File: config.mk
export PLATFORM = sky130hd
export DESIGN_NAME = utimf_queue
export DESIGN_NICKNAME = d
export VERILOG_FILES = /design/src/sv/unique_train_index_match_filter_top_assert.svh /design/src/sv/utimf_pkg.sv /design/src/sv/utimf_queue.sv
export SDC_FILE = /design/constraint.sdc
export NUM_CORES = 1
export LEC_CHECK = 0
export ABC_AREA = 1
export BUFFER_PORTS_ARGS = -buffer_cell sky130_fd_sc_hd__buf_2
export CORE_UTILIZATION = 30
export CTS_CLUSTER_DIAMETER = 50
export DETAILED_ROUTE_END_ITERATION = 16
export PLACE_DENSITY = 0.5
export SKIP_CTS_REPAIR_TIMING = 1
export SLEW_MARGIN = 0
export SYNTH_ARGS = -nofsm -noshare
export SYNTH_HDL_FRONTEND = slang
export SYNTH_SLANG_ARGS = --single-unit
File: constraint.sdc
create_clock -name clk -period 4.7 [get_ports clk]
set_input_delay 0.94 -clock clk [delete_from_list [all_inputs] [get_ports clk]]
set_output_delay 0.94 -clock clk [all_outputs]
set_load 0.005 [all_outputs]
File: src/sv/unique_train_index_match_filter_top_assert.svh
// Assertion macros for the filter RTL.
`ifndef UNIQUE_TRAIN_INDEX_MATCH_FILTER_TOP_ASSERT_SVH
`define UNIQUE_TRAIN_INDEX_MATCH_FILTER_TOP_ASSERT_SVH

// Checked outside reset.
`define UTIMF_ASSERT(lbl, prop, msg) \
  lbl: assert property (@(posedge clk) disable iff (!rst_n) prop) \
    else $error(msg);

// Checked at every edge, reset included.
`define UTIMF_ASSERT_ALWAYS(lbl, prop, msg) \
  lbl: assert property (@(posedge clk) prop) \
    else $error(msg);

`endif

File: src/sv/utimf_pkg.sv
`default_nettype none
package utimf_pkg;

  localparam int TRAIN_SLOTS = 4096;
  localparam int ADDR_W      = $clog2(TRAIN_SLOTS);
  localparam int TRAIN_W     = 12;
  localparam int QUERY_W     = 16;
  localparam int CNT_W       = 2;
  localparam int QDEPTH      = 2;
  localparam int QPTR_W      = $clog2(QDEPTH);
  localparam int QCNT_W      = $clog2(QDEPTH + 1);

  typedef enum logic [1:0] {
    REQ_COUNT  = 2'd0,
    REQ_FILTER = 2'd1,
    REQ_CLEAR  = 2'd2
  } req_kind_t;

  localparam logic [CNT_W-1:0] CNT_ZERO = 2'd0;
  localparam logic [CNT_W-1:0] CNT_ONE  = 2'd1;
  localparam logic [CNT_W-1:0] CNT_SAT  = 2'd2;

  typedef struct packed {
    logic                is_count;
    logic                is_filter;
    logic                is_clear;
    logic                slot_ok;
    logic [TRAIN_W-1:0]  train;
    logic [QUERY_W-1:0]  query;
  } req_t;

endpackage
`default_nettype wire

File: src/sv/utimf_queue.sv
`default_nettype none
module utimf_queue import utimf_pkg::*; (
  input  logic clk,
  input  logic rst_n,
  input  logic push,
  input  req_t push_item,
  output logic push_ready,
  input  logic pop,
  output logic pop_valid,
  output req_t pop_item
);

  req_t              slots_r [QDEPTH];
  logic [QPTR_W-1:0] wr_ptr_r, rd_ptr_r;
  logic [QCNT_W-1:0] cnt_r;

  assign push_ready = (cnt_r < QCNT_W'(QDEPTH));
  assign pop_valid  = (cnt_r != '0);
  assign pop_item   = slots_r[rd_ptr_r];

  function automatic logic [QPTR_W-1:0] bump(input logic [QPTR_W-1:0] p);
    return (p == QPTR_W'(QDEPTH - 1)) ? '0 : p + QPTR_W'(1);
  endfunction

  always_ff @(posedge clk) begin
    if (push) begin
      slots_r[wr_ptr_r] <= push_item;
    end
  end

  always_ff @(posedge clk) begin
    if (!rst_n) begin
      wr_ptr_r <= '0;
      rd_ptr_r <= '0;
      cnt_r    <= '0;
    end else begin
      if (push) wr_ptr_r <= bump(wr_ptr_r);
      if (pop)  rd_ptr_r <= bump(rd_ptr_r);
      case ({push, pop})
        2'b10:   cnt_r <= cnt_r + QCNT_W'(1);
        2'b01:   cnt_r <= cnt_r - QCNT_W'(1);
        default: ;
      endcase
    end
  end

endmodule
`default_nettype wire

Word level (Yosys, flattened, before mapping)
Memories as Yosys holds them, arrays and structs flattened. A register that Yosys moved wholly into a read port is not among the register bits.
Index checks and enable logic that the tools add are counted.

storage, ports and cells
  bits in latches = 0
  memory bits (writable) = 64
  register bits = 4
  word-level logic and storage cells = 20
  memory bits (read-only) = 0
  memories kept = 1

cells by class
  multiplexer cells = 7
  $add $sub $neg = 4
  shift operators = 0
  multipliers = 0
  eq/ne operators = 2
  divide/modulo/power cells = 0
  reductions and logical operators = 2
  $lt $le $gt $ge = 1
  bitwise operators = 0

memory list
  name     depth  width  read ports  clocked after Yosys merged registers in  write ports  RTL line           source
  slots_r  2      32     1           1                                        1            utimf_queue.sv:13  req_t slots_r [QDEPTH];

operators by type and width
  operator                                              count
  two-way mux 1 bit                                     6
  one-hot mux 2 bit (2 select lines)                    1
  nonzero test 2 bit                                    2
  adder 1 bit (second input constant)                   2
  adder 2 x 1 -> 2 bit (second input constant)          1
  equality test 2 x 1 -> 1 bit (second input constant)  1
  equality test 2 bit (second input constant)           1
  < comparator 2 bit (second input constant)            1
  subtractor 2 x 1 -> 2 bit (second input constant)     1

Depth between registers and ports, before layout
  word-level depth = 4
  mapped depth = 7

Worst setup path after synthesis
OpenSTA, ideal clock, no wires.

  path kind = input to register
  from = input push
  to = memory slots_r[0][0] (netlist bit) (enable)
  library setup time = 0.422 ns
  arrival = 2.345 ns
  required time = 4.278 ns
  path buffers = 0
  path slack = 1.933 ns
  stages = 2
  path through = inv_1 nor2_1

on the way
  cells in the longest elaborated chain, start to end = 2

RTL lines
  what                                     RTL line           source
  start: declaration                       utimf_queue.sv:5   input logic push,
  two-way mux 1 bit                        utimf_queue.sv:26  if (push) begin
  two-way mux 1 bit (implied by the code)  utimf_queue.sv:27  slots_r[wr_ptr_r] <= push_item;
  end: declaration                         utimf_queue.sv:13

No other way between the ends.

==> flow_summary.yaml <==
logic_synthesis:
  synth_seq_cells: 69
  synth_nets: 171
  synth-compound-area-share_pct: 0.372
  post-synth-top-area-fraction_pct: 71.5
  synth_most_common_cell: "edfxtp_1"
  synth_area_um2: 2690
  synth_area_leaders: "edfxtp_1 (71%), mux2_4 (17%), dfxtp_1 (3.7%)"
  yosysWarningCount: 0
  synthMuxAreaShare_pct: 17.6
  postSynth.asyncResetShare_pct: 0
  synth-seq-area-share_pct: 75.2
  synth_edf_count: 64
  synthTopCellsByCount: "edfxtp_1 (64), mux2_4 (30), nor2_1 (10)"
  synth-simple-area-share_pct: 2.89
  synthFlopType: "edfxtp_1"
  syn_area_per_cell_um2: 20.1
  synth_top_family_by_area: "multiplexers"
  synth_cells: 134
  synth_area_leader_cell: "edfxtp_1"
  synth_xor_area_share_pct: 0
  synthAdderAreaFrac_pct: 0.465
  synth.distinct_cells: 13
floorplanning:
  dieArea_um2: 9350
  dieHeight_um: 96.7
  fp.dieW_um: 96.7
  core_um2: 8680
  pin_count: 70
  initial_core_util_pct: 31.0
  row_count: 34
sta:
  finClkSkew_ns: 0.00595
  tns_ns: 0
  max_slew_margin_pct: 25.3
  drv_slew: 0
  hold_viol: 0
  fin_crit_sh_pct: 62.0
  tightest_slew_ns: 1.12
  fmax_mhz: 343
  period_needed_ns: 2.91
  rsz0062_at_grt: "no"
  finalSetupViolations: 0
critical_path:
  critPathLaunchType: "register"
  cp_data_arrival_time_ns: 1.97
  crit_required_ns: 3.76
  critPathMaxFanout: 32
  crit_path_end_kind: "output pin"
  crit_type: "register to output pin"
clock_network:
  clockBufferDepth: 2
  cts.sinks: 69
  numCtsBuffers: 9
  cts_tree: "built"
  clk_latency_ns: 0.34
  root_buffer: "clkbuf_8"
  cts.htree.levels: 3
  clk_pin_slew_ns: 0.07
final_layout:
  antenna_cells: 0
  drive_gt1_share_pct: 53.7
  layout.nets: 248
  areaGrowthSynthToFinish_pct: 22.6
  fillCellCount: 850
routing:
  drc: 0
  drtIter0Drc: 32
  wirelength_um: 4360
  antenna_left: 0
  dr.pass1.iters: 4
  vias_per_cell: 4.08
  vias: 1323
  wl_per_cell_um: 13.5
power:
  p_leak_nw: 1.33
  ir_drop_uv: 140
  powerDensity_nw_per_um2: 393
  p_total_mw: 1.29
grt:
  overflow: 0
  antenna_found_initial: 0
  grt_max_degree: 33
  grt_pass1_vias: 1346
  grt_pass1_wl_um: 6830
  track_usage_pct: 9.91
placed_design:
  hpwlAfterDp_um: 2720
  io_buffers: 69
  place.gp.congestion: 0.635
outcome:
  status: "finished, final reports clean"
job:
  max-cap-violations: 0
hold_path:
  hp-class: "register to register"
## final timing paths
kind                               from                      end  slack (ns)  cells after the start
setup / recovery               register              pop_item[8]        1.79                      2
hold / removal    cnt_r[1]$_SDFFE_PN0P_    cnt_r[1]$_SDFFE_PN0P_        0.51                      2
setup reg to reg  wr_ptr_r$_SDFFE_PN0P_  slots_r[0][7]$_DFFE_PP_        3.18                      1
hold reg to reg   cnt_r[1]$_SDFFE_PN0P_    cnt_r[1]$_SDFFE_PN0P_        0.51                      2
## worst max-delay path, cell delays in order, from the launching register on
cell and delay, ns:
dfxtp_2 1.08, mux2_2 0.42, buf_2 0.13
## metrics by stage
step | utilization (%) | area, um2 | setup slack [ns] | std cells | hold slack (ns)
4_1_cts | 38.0 | 3300 | 1.71 | 324 | 0.511
3_3_place_gp | 35.9 | 3110 | 2.11 | 308 | 0.477
3_5_place_dp | 35.9 | 3110 | 2.11 | 308 | 0.487
2_1_floorplan | - | 2690 | 1.93 | 134 | 0.463
6_report | 38.0 | 3300 | 1.79 | 324 | 0.506
5_1_grt | 38.0 | 3300 | 1.68 | 324 | 0.543
## state kept, by name, indices dropped and copies added, names as in the netlist, named ones only
register,cells
cnt_r,2
slots_r,64
rd_ptr_r,1
wr_ptr_r,1
## power by group
group          internal, mW  switching [mW]  total, mW
logic                0.0720          0.0484      0.120
registers             0.709          0.0201      0.729
clock network         0.239           0.207      0.445
## layer usage
layer  vias to the layer above  track usage, %  routed length (um)
met5                         -               0                   0
met4                         0            7.92                 136
met3                        11            2.75                 181
met2                        39            15.7                2170
met1                       622            11.3                1870
li1                        651               -                   -
## cell usage in the layout, fill, tap and decap left out, types with 2 or more instances in the layout
master / Yosys / layout
buf_2: 0 / 69
edfxtp_1: 64 / 64
mux2_4: 30 / 30
nand2_1: 9 / 9
nor2_1: 10 / 9
clkbuf_8: 0 / 9
inv_1: 6 / 6
dfxtp_1: 5 / 4
clkinv_1: 0 / 3
mux2_2: 2 / 2
## area by class of cell
class / instances / area [um2] / share of cell area [%]
Inverter: 6 / 22.5 / 0.683
Timing Repair Buffer: 70 / 353 / 10.7
Tap cell: 108 / 135 / 4.10
Sequential cell: 69 / 2020 / 61.4
Clock buffer: 10 / 128 / 3.87
Multi-Input combinational cell: 55 / 581 / 17.6
Clock inverter: 6 / 53.8 / 1.63
## cells by family (layout without fill, tap and decap cells)
group / after synthesis / in the layout
mux: 32 / 32
fa+ha+maj: 1 / 1
simple gates: 20 / 20
buf+inv: 10 / 92
compound gates: 2 / 2
flops: 69 / 69
(Power assumes the default switching activity.)
